### src/hdl/trpq_pkg.sv
// shared types and constants of the timed release priority queue
// depends on nothing; used by every module under hdl
package trpq_pkg;

	localparam int QUEUE_DEPTH = 16;
	localparam int IDX_W       = $clog2(QUEUE_DEPTH);
	localparam int CNT_W       = $clog2(QUEUE_DEPTH + 1);
	localparam int TIME_W      = 32;
	localparam int TAG_W       = 32;

	// stream payload widths
	localparam int IN_TDATA_W  = 3 * 32;
	localparam int OUT_TDATA_W = ((TIME_W + TAG_W + CNT_W + 7) / 8) * 8;

	typedef enum logic [0:0] {
		REQ_PUSH = 1'b0,
		REQ_PEEK = 1'b1
	} req_t;

	typedef enum logic [2:0] {
		ST_RELEASED = 3'd0,
		ST_WAIT     = 3'd1,
		ST_EMPTY    = 3'd2,
		ST_ACCEPTED = 3'd3,
		ST_FULL     = 3'd4
	} status_t;

	typedef struct packed {
		logic [TIME_W-1:0] rtime;
		logic [TAG_W-1:0]  payload;
	} entry_t;

	// one write and one read per cycle, indexes are logical (0 = head)
	typedef struct packed {
		logic             wr_en;
		logic [IDX_W-1:0] wr_idx;
		entry_t           wr_data;
		logic             rd_en;
		logic [IDX_W-1:0] rd_idx;
	} mem_cmd_t;

	typedef struct packed {
		status_t           status;
		logic [TIME_W-1:0] rtime;
		logic [TAG_W-1:0]  payload;
		logic [CNT_W-1:0]  count;
	} result_t;

endpackage

### src/hdl/trpq_store.sv
// entry memory of the queue, kept as a ring addressed from the head
// depends on trpq_pkg
module trpq_store (
	input  logic                    clk,
	input  trpq_pkg::mem_cmd_t      cmd,
	input  logic [trpq_pkg::IDX_W-1:0] head,
	output trpq_pkg::entry_t        rd_data
);

	localparam logic [trpq_pkg::IDX_W:0] DEPTH_X =
		(trpq_pkg::IDX_W + 1)'(trpq_pkg::QUEUE_DEPTH);

	trpq_pkg::entry_t mem_q [trpq_pkg::QUEUE_DEPTH];
	trpq_pkg::entry_t rd_q;

	logic [trpq_pkg::IDX_W-1:0] wr_addr;
	logic [trpq_pkg::IDX_W-1:0] rd_addr;

	// logical position to ring slot
	function automatic logic [trpq_pkg::IDX_W-1:0] to_phys(
		input logic [trpq_pkg::IDX_W-1:0] hd,
		input logic [trpq_pkg::IDX_W-1:0] lidx
	);
		logic [trpq_pkg::IDX_W:0] sum;
		sum = {1'b0, hd} + {1'b0, lidx};
		if (sum >= DEPTH_X) begin
			sum = sum - DEPTH_X;
		end
		return sum[trpq_pkg::IDX_W-1:0];
	endfunction

	assign wr_addr = to_phys(head, cmd.wr_idx);
	assign rd_addr = to_phys(head, cmd.rd_idx);

	always_ff @(posedge clk) begin
		if (cmd.wr_en) begin
			mem_q[wr_addr] <= cmd.wr_data;
		end
		if (cmd.rd_en) begin
			rd_q <= mem_q[rd_addr];
		end
	end

	assign rd_data = rd_q;

endmodule

### src/hdl/trpq_ctrl.sv
// sequencer: sorted insert scan, head release with rate limit, counters
// depends on trpq_pkg; drives trpq_store and feeds trpq_outreg
module trpq_ctrl (
	input  logic                        clk,
	input  logic                        arst_n,
	input  logic                        in_valid,
	output logic                        in_ready,
	input  trpq_pkg::req_t              in_req,
	input  logic [trpq_pkg::TIME_W-1:0] in_rtime,
	input  logic [trpq_pkg::TAG_W-1:0]  in_tag,
	input  logic [trpq_pkg::TIME_W-1:0] in_now,
	input  logic [trpq_pkg::TIME_W-1:0] min_interval,
	output trpq_pkg::mem_cmd_t          cmd,
	output logic [trpq_pkg::IDX_W-1:0]  head,
	input  trpq_pkg::entry_t            rd_data,
	output logic                        res_valid,
	input  logic                        res_ready,
	output trpq_pkg::result_t           res
);

	typedef enum logic [2:0] {
		IDLE,
		PUSH_SCAN,
		PUSH_HEAD,
		PEEK_CHK,
		RESP
	} state_t;

	localparam logic [trpq_pkg::CNT_W-1:0] FULL_CNT =
		trpq_pkg::CNT_W'(trpq_pkg::QUEUE_DEPTH);
	localparam logic [trpq_pkg::IDX_W-1:0] LAST_SLOT =
		trpq_pkg::IDX_W'(trpq_pkg::QUEUE_DEPTH - 1);

	state_t                       state_q;
	logic [trpq_pkg::CNT_W-1:0]   cnt_q;
	logic [trpq_pkg::IDX_W-1:0]   hd_q;
	logic [trpq_pkg::TIME_W-1:0]  last_q;
	logic [trpq_pkg::IDX_W-1:0]   j_q;
	logic [trpq_pkg::TIME_W-1:0]  t_q;
	logic [trpq_pkg::TAG_W-1:0]   tag_q;
	logic [trpq_pkg::TIME_W-1:0]  now_q;
	trpq_pkg::result_t            res_q;

	logic [trpq_pkg::TIME_W-1:0]  t_clamp;
	logic [trpq_pkg::IDX_W-1:0]   last_idx;
	logic [trpq_pkg::IDX_W-1:0]   hd_next;
	logic                         shift_on;
	logic                         interval_ok;
	logic                         due;
	logic                         release_ok;
	trpq_pkg::entry_t             new_entry;

	// negative release time counts as zero
	assign t_clamp     = in_rtime[trpq_pkg::TIME_W-1] ? '0 : in_rtime;
	assign last_idx    = trpq_pkg::IDX_W'(cnt_q - trpq_pkg::CNT_W'(1));
	assign hd_next     = (hd_q == LAST_SLOT) ? '0 : hd_q + trpq_pkg::IDX_W'(1);
	assign shift_on    = rd_data.rtime > t_q;
	assign interval_ok = (now_q >= last_q) && ((now_q - last_q) >= min_interval);
	assign due         = rd_data.rtime <= now_q;
	assign release_ok  = interval_ok && due;
	assign new_entry   = '{rtime: t_q, payload: tag_q};

	assign in_ready  = (state_q == IDLE);
	assign res_valid = (state_q == RESP);
	assign res       = res_q;
	assign head      = hd_q;

	// memory commands; read data shows up in the following state
	always_comb begin
		cmd = '0;
		unique case (state_q)
			IDLE: begin
				if (in_valid) begin
					cmd.rd_en  = 1'b1;
					cmd.rd_idx = (in_req == trpq_pkg::REQ_PEEK) ? '0 : last_idx;
				end
			end
			PUSH_SCAN: begin
				cmd.wr_en  = 1'b1;
				cmd.wr_idx = j_q + trpq_pkg::IDX_W'(1);
				if (shift_on) begin
					cmd.wr_data = rd_data;
					if (j_q != '0) begin
						cmd.rd_en  = 1'b1;
						cmd.rd_idx = j_q - trpq_pkg::IDX_W'(1);
					end
				end else begin
					cmd.wr_data = new_entry;
				end
			end
			PUSH_HEAD: begin
				cmd.wr_en   = 1'b1;
				cmd.wr_idx  = '0;
				cmd.wr_data = new_entry;
			end
			PEEK_CHK, RESP: begin
			end
			default: begin
			end
		endcase
	end

	always_ff @(posedge clk or negedge arst_n) begin
		if (!arst_n) begin
			state_q <= IDLE;
			cnt_q   <= '0;
			hd_q    <= '0;
			last_q  <= '0;
			j_q     <= '0;
			t_q     <= '0;
			tag_q   <= '0;
			now_q   <= '0;
			res_q   <= '0;
		end else begin
			unique case (state_q)
				IDLE: begin
					if (in_valid) begin
						t_q   <= t_clamp;
						tag_q <= in_tag;
						now_q <= in_now;
						if (in_req == trpq_pkg::REQ_PEEK) begin
							if (cnt_q == '0) begin
								res_q   <= '{trpq_pkg::ST_EMPTY, '0, '0, cnt_q};
								state_q <= RESP;
							end else begin
								state_q <= PEEK_CHK;
							end
						end else if (cnt_q == FULL_CNT) begin
							res_q   <= '{trpq_pkg::ST_FULL, '0, '0, cnt_q};
							state_q <= RESP;
						end else if (cnt_q == '0) begin
							state_q <= PUSH_HEAD;
						end else begin
							j_q     <= last_idx;
							state_q <= PUSH_SCAN;
						end
					end
				end
				PUSH_SCAN: begin
					if (shift_on) begin
						if (j_q == '0) begin
							state_q <= PUSH_HEAD;
						end else begin
							j_q <= j_q - trpq_pkg::IDX_W'(1);
						end
					end else begin
						cnt_q   <= cnt_q + trpq_pkg::CNT_W'(1);
						res_q   <= '{trpq_pkg::ST_ACCEPTED, '0, '0,
							cnt_q + trpq_pkg::CNT_W'(1)};
						state_q <= RESP;
					end
				end
				PUSH_HEAD: begin
					cnt_q   <= cnt_q + trpq_pkg::CNT_W'(1);
					res_q   <= '{trpq_pkg::ST_ACCEPTED, '0, '0,
						cnt_q + trpq_pkg::CNT_W'(1)};
					state_q <= RESP;
				end
				PEEK_CHK: begin
					if (release_ok) begin
						cnt_q  <= cnt_q - trpq_pkg::CNT_W'(1);
						hd_q   <= hd_next;
						last_q <= now_q;
						res_q  <= '{trpq_pkg::ST_RELEASED, rd_data.rtime, rd_data.payload,
							cnt_q - trpq_pkg::CNT_W'(1)};
					end else begin
						res_q <= '{trpq_pkg::ST_WAIT, '0, '0, cnt_q};
					end
					state_q <= RESP;
				end
				RESP: begin
					if (res_ready) begin
						state_q <= IDLE;
					end
				end
				default: begin
					state_q <= IDLE;
				end
			endcase
		end
	end

	a_cnt_bound: assert property (@(posedge clk) disable iff (!arst_n)
		cnt_q <= FULL_CNT)
		else $error("entry count beyond queue depth");

	a_port_clash: assert property (@(posedge clk) disable iff (!arst_n)
		(cmd.wr_en && cmd.rd_en) |-> (cmd.wr_idx != cmd.rd_idx))
		else $error("read and write hit the same entry in one cycle");

	a_scan_range: assert property (@(posedge clk) disable iff (!arst_n)
		(state_q == PUSH_SCAN) |-> ({1'b0, j_q} < cnt_q))
		else $error("insert scan outside held entries");

	a_peek_nonempty: assert property (@(posedge clk) disable iff (!arst_n)
		(state_q == PEEK_CHK) |-> (cnt_q != '0))
		else $error("head check on an empty queue");

	a_release_time: assert property (@(posedge clk) disable iff (!arst_n)
		(state_q == PEEK_CHK && release_ok) |=> (last_q == $past(now_q)))
		else $error("release did not record the current time");

endmodule

### src/hdl/trpq_outreg.sv
// one-entry result register between the sequencer and the master stream
// depends on trpq_pkg
module trpq_outreg (
	input  logic              clk,
	input  logic              arst_n,
	input  logic              ld_valid,
	output logic              ld_ready,
	input  trpq_pkg::result_t ld_data,
	output logic              out_valid,
	input  logic              out_ready,
	output trpq_pkg::result_t out_data
);

	logic              vld_q;
	trpq_pkg::result_t data_q;

	assign ld_ready  = !vld_q || out_ready;
	assign out_valid = vld_q;
	assign out_data  = data_q;

	always_ff @(posedge clk or negedge arst_n) begin
		if (!arst_n) begin
			vld_q  <= 1'b0;
			data_q <= '0;
		end else if (ld_ready) begin
			vld_q <= ld_valid;
			if (ld_valid) begin
				data_q <= ld_data;
			end
		end
	end

endmodule

### src/hdl/timed_release_priority_queue_top.sv
// top level of the timed release priority queue
// depends on trpq_pkg, trpq_store, trpq_ctrl and trpq_outreg
//
// usage:
//  s_* stream carries requests: s_tuser is the request kind (push or peek),
//  s_tdata the release time, payload tag and current time.
//  m_* stream returns exactly one result transaction per request: m_tuser is
//  the status, m_tdata the released time, payload and entry count.
//  cfg_* writes min_interval (seconds between releases); always ready, write
//  only while no request is outstanding.
// timing: an empty peek or a full push goes from IDLE straight to RESP, a peek
//  passes PEEK_CHK, a push one PUSH_SCAN step per entry examined and PUSH_HEAD
//  when it lands at the head; each result then goes through the output register
//  to m_tvalid. A new request is taken once the previous result has moved to the
//  output register; the insert scan reads and writes once a cycle.
// reset: asynchronous, clears the queue to empty, last release time and
//  min_interval to zero; the entry memory keeps its contents, unused.
// stall: a result waits in the output register while m_tready is low; one
//  further request is worked on and then held until that register frees.
module timed_release_priority_queue_top (
	input  logic                             clk,
	input  logic                             arst_n,
	// request stream
	input  logic                             s_tvalid,
	output logic                             s_tready,
	// [31:0] release_time, [63:32] payload_tag, [95:64] current_time
	input  logic [trpq_pkg::IN_TDATA_W-1:0]  s_tdata,
	// [0] req_type
	input  logic [0:0]                       s_tuser,
	// result stream
	output logic                             m_tvalid,
	input  logic                             m_tready,
	// [31:0] out_release_time, [63:32] out_payload, [68:64] entry_count, rest zero
	output logic [trpq_pkg::OUT_TDATA_W-1:0] m_tdata,
	// [2:0] status
	output logic [2:0]                       m_tuser,
	// configuration write
	input  logic                             cfg_valid,
	output logic                             cfg_ready,
	input  logic [31:0]                      cfg_data
);

	logic [trpq_pkg::TIME_W-1:0]  min_interval_q;
	trpq_pkg::mem_cmd_t           cmd;
	logic [trpq_pkg::IDX_W-1:0]   head;
	trpq_pkg::entry_t             rd_data;
	logic                         res_valid;
	logic                         res_ready;
	trpq_pkg::result_t            res;
	trpq_pkg::result_t            out_res;

	// config register; cfg_ready is always high
	assign cfg_ready = 1'b1;

	always_ff @(posedge clk or negedge arst_n) begin
		if (!arst_n) begin
			min_interval_q <= '0;
		end else if (cfg_valid && cfg_ready) begin
			min_interval_q <= cfg_data;
		end
	end

	trpq_store u_store (
		.clk     (clk),
		.cmd     (cmd),
		.head    (head),
		.rd_data (rd_data)
	);

	trpq_ctrl u_ctrl (
		.clk          (clk),
		.arst_n       (arst_n),
		.in_valid     (s_tvalid),
		.in_ready     (s_tready),
		.in_req       (trpq_pkg::req_t'(s_tuser[0])),
		.in_rtime     (s_tdata[31:0]),
		.in_tag       (s_tdata[63:32]),
		.in_now       (s_tdata[95:64]),
		.min_interval (min_interval_q),
		.cmd          (cmd),
		.head         (head),
		.rd_data      (rd_data),
		.res_valid    (res_valid),
		.res_ready    (res_ready),
		.res          (res)
	);

	// output register parts the sequencer from the receiver
	trpq_outreg u_outreg (
		.clk       (clk),
		.arst_n    (arst_n),
		.ld_valid  (res_valid),
		.ld_ready  (res_ready),
		.ld_data   (res),
		.out_valid (m_tvalid),
		.out_ready (m_tready),
		.out_data  (out_res)
	);

	assign m_tuser = out_res.status;
	assign m_tdata = trpq_pkg::OUT_TDATA_W'({out_res.count, out_res.payload, out_res.rtime});

endmodule

### config.mk
export PLATFORM = sky130hd
export DESIGN_NAME = timed_release_priority_queue_top
export DESIGN_NICKNAME = d
export VERILOG_FILES = /design/src/hdl/trpq_pkg.sv /design/src/hdl/trpq_store.sv /design/src/hdl/trpq_ctrl.sv /design/src/hdl/trpq_outreg.sv /design/src/hdl/timed_release_priority_queue_top.sv
export SDC_FILE = /design/constraint.sdc
export NUM_CORES = 2
export LEC_CHECK = 0
export BUFFER_PORTS_ARGS = -buffer_cell sky130_fd_sc_hd__buf_4
export CAP_MARGIN = 20
export CORE_MARGIN = 5
export CORE_UTILIZATION = 45
export CTS_CLUSTER_DIAMETER = 100
export DETAILED_ROUTE_END_ITERATION = 8
export GPL_ROUTABILITY_DRIVEN = 0
export HOLD_SLACK_MARGIN = 0.12
export PLACE_DENSITY = 0.64
export SKIP_LAST_GASP = 1
export SLEW_MARGIN = 5
export SYNTH_ARGS = -nofsm -noshare
export SYNTH_HDL_FRONTEND = slang
export SYNTH_SLANG_ARGS = --single-unit
### constraint.sdc
create_clock -name clk -period 6.2 [get_ports clk]
set_clock_uncertainty 0.1 [all_clocks]
set_input_delay 0.62 -clock clk [delete_from_list [all_inputs] [get_ports clk]]
set_output_delay 0.62 -clock clk [all_outputs]
set_load 0.005 [all_outputs]
### Word level (Yosys, flattened, before mapping)

Memories as Yosys holds them, arrays and structs flattened. A register that Yosys moved wholly into a read port is not among the register bits.
Cells that the tools add are included.

| storage, ports and cells | value |
|---|---|
| bits in registers | 321 |
| RAM bits | 1024 |
| input bits | 134 |
| output and inout bits | 78 |
| logic and storage cells | 111 |
| memories kept | 1 |

Memory list:

| name | words | width | rd ports | clocked after memory_dff | wr ports | line | text |
|---|---|---|---|---|---|---|---|
| u_store.mem_q | 16 | 64 | 1 | 1 | 1 | trpq_store.sv:13 | `trpq_pkg::entry_t mem_q [trpq_pkg::QUEUE_DEPTH];` |

| cells by class | value |
|---|---|
| $add $sub $neg | 10 |
| magnitude comparators | 6 |
| eq/ne operators | 18 |
| muxes and demuxes | 39 |
| reductions and logical operators | 19 |

Operators with widths:

| cell | count |
|---|---|
| 72-bit two-way mux | 5 |
| 72-bit one-hot mux with 4 select lines | 1 |
| 69-bit one-hot mux with 2 select lines | 1 |
| 70-bit two-way mux | 1 |
| 32-bit >= comparator | 2 |
| 64-bit two-way mux | 1 |
| 4-bit two-way mux | 10 |
| 32-bit greater-than comparator | 1 |
| 32-bit <= comparator | 1 |
| 32-bit subtractor | 1 |
| 31-bit two-way mux | 1 |
| 5-bit two-way mux | 5 |
| 3-bit two-way mux | 7 |
| 5-bit one-hot mux with 3 select lines | 1 |
| 2-bit inequality test, second input constant | 7 |
| 3-bit one-hot mux with 4 select lines | 1 |
| 4-bit by 1-bit subtractor with 4-bit output, second input constant | 3 |
| 4-bit by 4-bit adder with 5-bit output | 2 |
| 5-bit >= comparator, second input constant | 2 |
| 5-bit one-hot mux with 2 select lines | 1 |
| 4-bit by 1-bit adder with 4-bit output, second input constant | 2 |
| 4-bit one-hot mux with 2 select lines | 1 |
| 4-bit nonzero test | 2 |
| 7-bit AND reduction | 1 |
| 25 further kinds | 32 |

### Depth between registers and ports, before layout

| logic depth | value |
|---|---|
| word-level depth | 7 |
| gate-level depth with buffers | 22 |
| mapped depth without buffers | 20 |

### By module

From an unflattened synthesis, not the netlist that was laid out.

| second synthesis, totals | value |
|---|---|
| cell total of the unflattened synthesis | 3494 |
| area total of the unflattened synthesis | 59428.2 um^2 |

By module, submodules not included:

| module | times used | cells an instance | area an instance (um^2) | sequential area each (um^2) |
|---|---|---|---|---|
| trpq_store | 1 | 1891 | 41733.8 | 32671.3 |
| trpq_ctrl | 1 | 1374 | 13301.5 | 5380.2 |
| trpq_outreg | 1 | 155 | 3010.4 | 1826.8 |
| timed_release_priority_queue_top | 1 | 74 | 1382.6 | 800.8 |

### Least setup slack after synthesis

OpenSTA, ideal clock, no wires.

| timing path | value |
|---|---|
| kind | flip-flop to flip-flop |
| start point | register u_ctrl.state_q[1] |
| end point | memory u_store.mem_q[0][0] (netlist name) (enable) |
| data arrival time | 4964 ps |
| setup slack | 650 ps |
| stages on the path, launching flop included | 10 |
| buffers on the path | 2 |
| cell sequence | dfrtp_1 -> clkbuf_1 -> nand2b_1 -> nand2b_1 -> clkbuf_1 -> nor2_1 -> ha_1 -> fa_1 -> or3_1 -> nor2_1 |

| between the ends | value |
|---|---|
| word-level cells in the longest chain between the ends | 5 |

Ends and longest elaborated chain:

| item | line | text |
|---|---|---|
| start: declaration | trpq_ctrl.sv:34 | `state_t state_q;` |
| start signal: assignment | trpq_ctrl.sv:105 | `state_q <= IDLE;` |
| start signal: assignment | trpq_ctrl.sv:124 | `state_q <= RESP;` |
| start signal: assignment | trpq_ctrl.sv:126 | `state_q <= PEEK_CHK;` |
| 3-bit by 2-bit equality test with 1-bit output / 3-bit by 1-bit equality test with 1-bit output (equally long branches) | trpq_ctrl.sv:71 | `unique case (state_q)` |
| 69-bit one-hot mux with 2 select lines * | trpq_ctrl.sv:71 |  |
| 4-bit by 4-bit adder with 5-bit output | trpq_store.sv:25 | `sum = {1'b0, hd} + {1'b0, lidx};` |
| 4-bit by 1-bit subtractor with 4-bit output / 5-bit >= comparator (equally long branches) | trpq_store.sv:27, trpq_store.sv:26 |  |
| 4-bit two-way mux | trpq_store.sv:26 | `if (sum >= DEPTH_X) begin` |
| end: declaration | trpq_store.sv:13 |  |

Mark *: on every way between the ends. The rest lies on a longest branch, timed or not.

### Worst setup path after layout

| timing path | value |
|---|---|
| start point | register u_store.rd_data[47] (netlist name) |
| end point | register u_store.rd_data[61] (netlist name) |

| between the ends | value |
|---|---|
| word-level cells in the longest chain between the ends | 6 |

Ends and longest elaborated chain:

| item | line | text |
|---|---|---|
| 32-bit greater-than comparator * | trpq_ctrl.sv:57 | `assign shift_on = rd_data.rtime > t_q;` |
| 5-bit two-way mux * | trpq_ctrl.sv:81 | `if (shift_on) begin` |
| 5-bit one-hot mux with 2 select lines * | trpq_ctrl.sv:71 |  |
| 4-bit by 4-bit adder with 5-bit output | trpq_store.sv:25 |  |
| 4-bit by 1-bit subtractor with 4-bit output / 5-bit >= comparator (equally long branches) | trpq_store.sv:27, trpq_store.sv:26 |  |
| 4-bit two-way mux | trpq_store.sv:26 |  |

Marked as above.
A chain may end at the register's enable or synchronous reset.

==> results.py <==
metrics = {
    "status": {
        "outcome": "complete, no violations",
    },
    "route": {
        "drt-vias-per-instance": 5.75,
        "drc": 0,
        "route.detailed.wl_per_inst_um": 26.1,
        "detail_route.first_pass.iterations": 5,
        "dr_total_vias": 31500,
        "route.final.wire_length_um": 143000,
        "dr.first_iter.drc_count": 2821,
        "drtAntennaViolNets": 0,
    },
    "synthesis": {
        "synth_area_per_cell_sq_um": 18.0,
        "synth-edff-count": 1088,
        "synth_top_cells_by_area": "edfxtp_1, dfrtp_1, mux4_2, ha_1, mux2_2",
        "ys.warnings.count": 0,
        "mapped_cell_area_sq_um": 57800,
        "synthCells": 3219,
        "synth_area_leader_cell": "edfxtp_1",
        "netlist-cell-type-count": 76,
        "synth_ff_type": "edfxtp_1",
        "yosys_register_bits": 1408,
        "synthDominantCellAreaShare": 0.565,
        "synth-async-reset-ratio": 0.227,
        "seq_area_frac_synth": 0.703,
    },
    "global_route": {
        "grt_use_total": 0.210,
        "maximum_number_of_pins_on_one_net_before_global_route_repair": 130,
        "grt_first_pass_wirelength_um": 212000,
        "grt_overflow": 0,
        "first_global_vias": 32100,
        "grt_antenna_before_repair": 2,
    },
    "pwr": {
        "pwr_density_cell_nw_per_um2": 561,
        "p_sw_uw": 13100,
        "max-vdd-ir-drop_v": 0.000371,
        "switching_share": 0.340,
        "relative_contribution_of_the_clock_network_to_total_power": 0.223,
        "seqPwrFrac": 0.363,
        "power.static_leakage_uw": 0.0253,
        "internal_power_uw": 25400,
        "combPwrFrac": 0.415,
    },
    "setup_path": {
        "crit_path_end_kind": "flop",
        "cp.arrival_ns": 6.35,
        "crit_path_cell_trace": "ha_1, nand3_1, nor3_1, nand4_1, a21oi_2, or3_1, nand3_1, o22ai_1, ha_4, inv_1, fa_4, buf_12, buf_4, mux4_2, mux4_2",
        "timing.critical_path.slowest_cell_delay_ns": 0.95,
        "worst_path_max_delay_cell": "fa_4",
        "r2r_start": "u_store.rd_data[47]$_DFFE_PP_",
        "timing.reg2reg.setup_slack_ns": 0.25,
        "cp_data_required_time_ns": 6.60,
        "critical_path_peak_fanout": 13,
        "cp-start-kind": "flop",
        "critical-path-top-delay-family": "adder cells",
        "worstPathBufferInverterCount": 3,
        "worst-setup-path-type": "reg -> reg",
        "worstSetupEndpoint": "u_store.rd_data[61]$_DFFE_PP_",
        "crit_path_start": "u_store.rd_data[47]$_DFFE_PP_",
        "crit-reg2reg-capture": "u_store.rd_data[61]$_DFFE_PP_",
        "ff2ff_path_depth": 15,
        "crit_cells": 15,
    },
    "cts": {
        "cts_buffers": 148,
        "max_buffers_root_to_sink": 3,
        "clock_input_transition_at_the_sequential_cells_of_the_worst_setup_and_hold_paths_ns": 0.06,
        "clock_tree.htree_level_count": 4,
        "clock_latency_ns": 0.78,
        "cts.root.buffer_cell": "clkbuf_16",
        "cts.sinks": 1408,
        "cts_tree": "done",
        "post-cts-setup-buffers": 0,
    },
    "final_layout": {
        "nFillCells": 9877,
        "drive_gt1_frac": 0.279,
        "area_growth_syn_to_layout_pct": 18.5,
        "antenna_cells_inserted": 0,
        "design.final.nets": 3959,
        "utilization": 0.537,
        "fin_cells": 5468,
    },
    "placed_design": {
        "io_buffers": 207,
        "hpwl_dp_um": 84600,
        "dpl.cell_count": 5065,
        "post-place-ws_ns": -0.127,
    },
    "floorplanning": {
        "die_height_um": 369,
        "placementRows": 131,
        "die_area_sq_um": 136000,
        "core_area_sq_um": 128000,
        "floorplan.io_pins": 212,
        "chipWidth_um": 369,
        "initial_utilization": 0.453,
    },
    "sta": {
        "grt_setup_unrepaired": "no",
        "setup_ws_ns": 0.250,
        "holdWs_ns": 0.256,
        "period_share": 0.960,
        "finalWorstPathRequiredPeriod_ns": 5.95,
        "timing.final.hold_violations": 0,
        "setup-violations-final": 0,
        "pins_over_slew_limit": 0,
        "headroom_to_the_max_slew_limit": 0.250,
        "timing_worst_slew_pin_value_ns": 1.12,
        "max_clock_freq_mhz": 168,
    },
    "min_path": {
        "hold_class": "in -> reg",
    },
    "flow_run": {
        "drv.max_cap_violation_count": 0,
    },
}
==> worst reg2reg max path, stage by stage (launching register included) <==
cell and delay [ns]:
edfxtp_1 0.49, ha_1 0.36, nand3_1 0.09, nor3_1 0.41, nand4_1 0.39, a21oi_2 0.56, or3_1 0.23, nand3_1 0.22
o22ai_1 0.32, ha_4 0.18, inv_1 0.05, fa_4 0.95, buf_12 0.20, buf_4 0.26, mux4_2 0.33, mux4_2 0.54
==> what timing repair did <==
item,CTS,global route
gates resized for setup,1,3
hold buffers,130,0
endpoints found under the hold margin,212,0
endpoints found under the setup margin,46,101
==> sequential cells by signal (all words and copies together), names as in the netlist <==
| name | flops |
|---|---|
| u_store.rd_data | 64 |
| u_ctrl.res | 72 |
| u_ctrl.head | 4 |
| u_store.mem_q | 1024 |
| u_ctrl.tag_q | 32 |
| u_ctrl.now_q | 32 |
| u_ctrl.j_q | 4 |
| u_ctrl.last_q | 32 |
| min_interval_q | 32 |
| u_ctrl.cnt_q | 5 |
| u_ctrl.state_q | 3 |
| u_outreg.out_data | 72 |
| u_outreg.out_valid | 1 |
| u_ctrl.t_q | 31 |
==> synth_stat cells (all sizes together), types with 67 or more instances <==
library cell	number
edfxtp	1088
mux2	144
ha	138
a21oi	67
clkbuf	132
nor2	76
a22o	98
inv	151
dfrtp	320
o21ai	157
nand2	181
mux4	320
==> per-stage QoR <==
step                TNS, ns  instance area (sq um)  total power [uW]
floorplan                 0                  57800             24800
global placement      -1.62                  62500             29800
detailed placement    -2.68                  62500             30100
CTS                       0                  68500             38800
global route              0                  68500             40500
finish                    0                  68500             38400
==> metal layers <==
metal,global-route usage,part of all wire
met1,0.296,0.43
met2,0.346,0.49
met3,0.0350,0.062
met4,0.0487,0.020
met5,0,0
==> cells in the final DEF, fill, tap and decap left out, types with 17 or more instances in the layout <==
master,count
edfxtp_1,1088
mux4_2,320
dfrtp_1,320
buf_4,292
nand2_1,179
o21ai_0,154
inv_1,151
clkbuf_16,149
mux2_2,144
ha_1,137
dlygate4sd3_1,130
a22o_1,98
a21oi_1,66
nor2_1,58
nand2b_1,41
clkbuf_1,40
buf_12,40
xnor2_1,32
a21o_1,30
nand3_1,29
clkinv_2,29
nor2_4,17
==> how the worst min path moves through the flow <==
stage / cells after the start / endpoint / start / slack, ns
after floorplan: 0 / min_interval_q[0]$_DFFE_PN0P_ / arst_n / 0.22
after global placement: 2 / u_ctrl.t_q[3]$_DFFE_PN0P_ / u_ctrl.t_q[3]$_DFFE_PN0P_ / 0.37
after detailed placement: 2 / u_ctrl.t_q[23]$_DFFE_PN0P_ / u_ctrl.t_q[23]$_DFFE_PN0P_ / 0.38
after CTS: 3 / min_interval_q[30]$_DFFE_PN0P_ / cfg_valid / 0.21
after global routing: 3 / min_interval_q[24]$_DFFE_PN0P_ / cfg_valid / 0.25
final: 3 / u_outreg.out_valid$_DFFE_PN0P_ / m_tready / 0.26
==> cells by family (layout without fill, tap and decap cells) <==
| kind of cell | after synthesis | count (layout) | share of synthesized area |
|---|---|---|---|
| flops | 1408 | 1408 | 0.703 |
| other cells | 2 | 4 | 0.000130 |
| simple gates | 407 | 407 | 0.0327 |
| compound gates | 442 | 442 | 0.0510 |
| xor+xnor | 47 | 47 | 0.00744 |
| buf+inv | 303 | 888 | 0.0210 |
| mux | 468 | 468 | 0.153 |
| fa+ha+maj | 142 | 142 | 0.0311 |
==> area by class of cell <==
type | count | area [sq um] | share of cell area
flip-flops and latches | 1408 | 40700 | 0.594
multi-input cells | 1510 | 16200 | 0.236
repair buffers | 465 | 4330 | 0.0632
clock buffers | 202 | 4060 | 0.0592
well taps | 1662 | 2080 | 0.0303
clock inverters | 70 | 658 | 0.00960
inverters | 151 | 567 | 0.00827
==> power groups by stage <==
stage / registers [uW] / logic [uW] / clock network, uW
finish: 13900 / 15900 / 8560
global route: 14100 / 17300 / 9160
CTS: 13900 / 16100 / 8740
detailed placement: 14100 / 16000 / 0
global placement: 14100 / 15800 / 0
floorplan: 13700 / 11100 / 0
No activity file was read; power rests on OpenSTA's default activity.
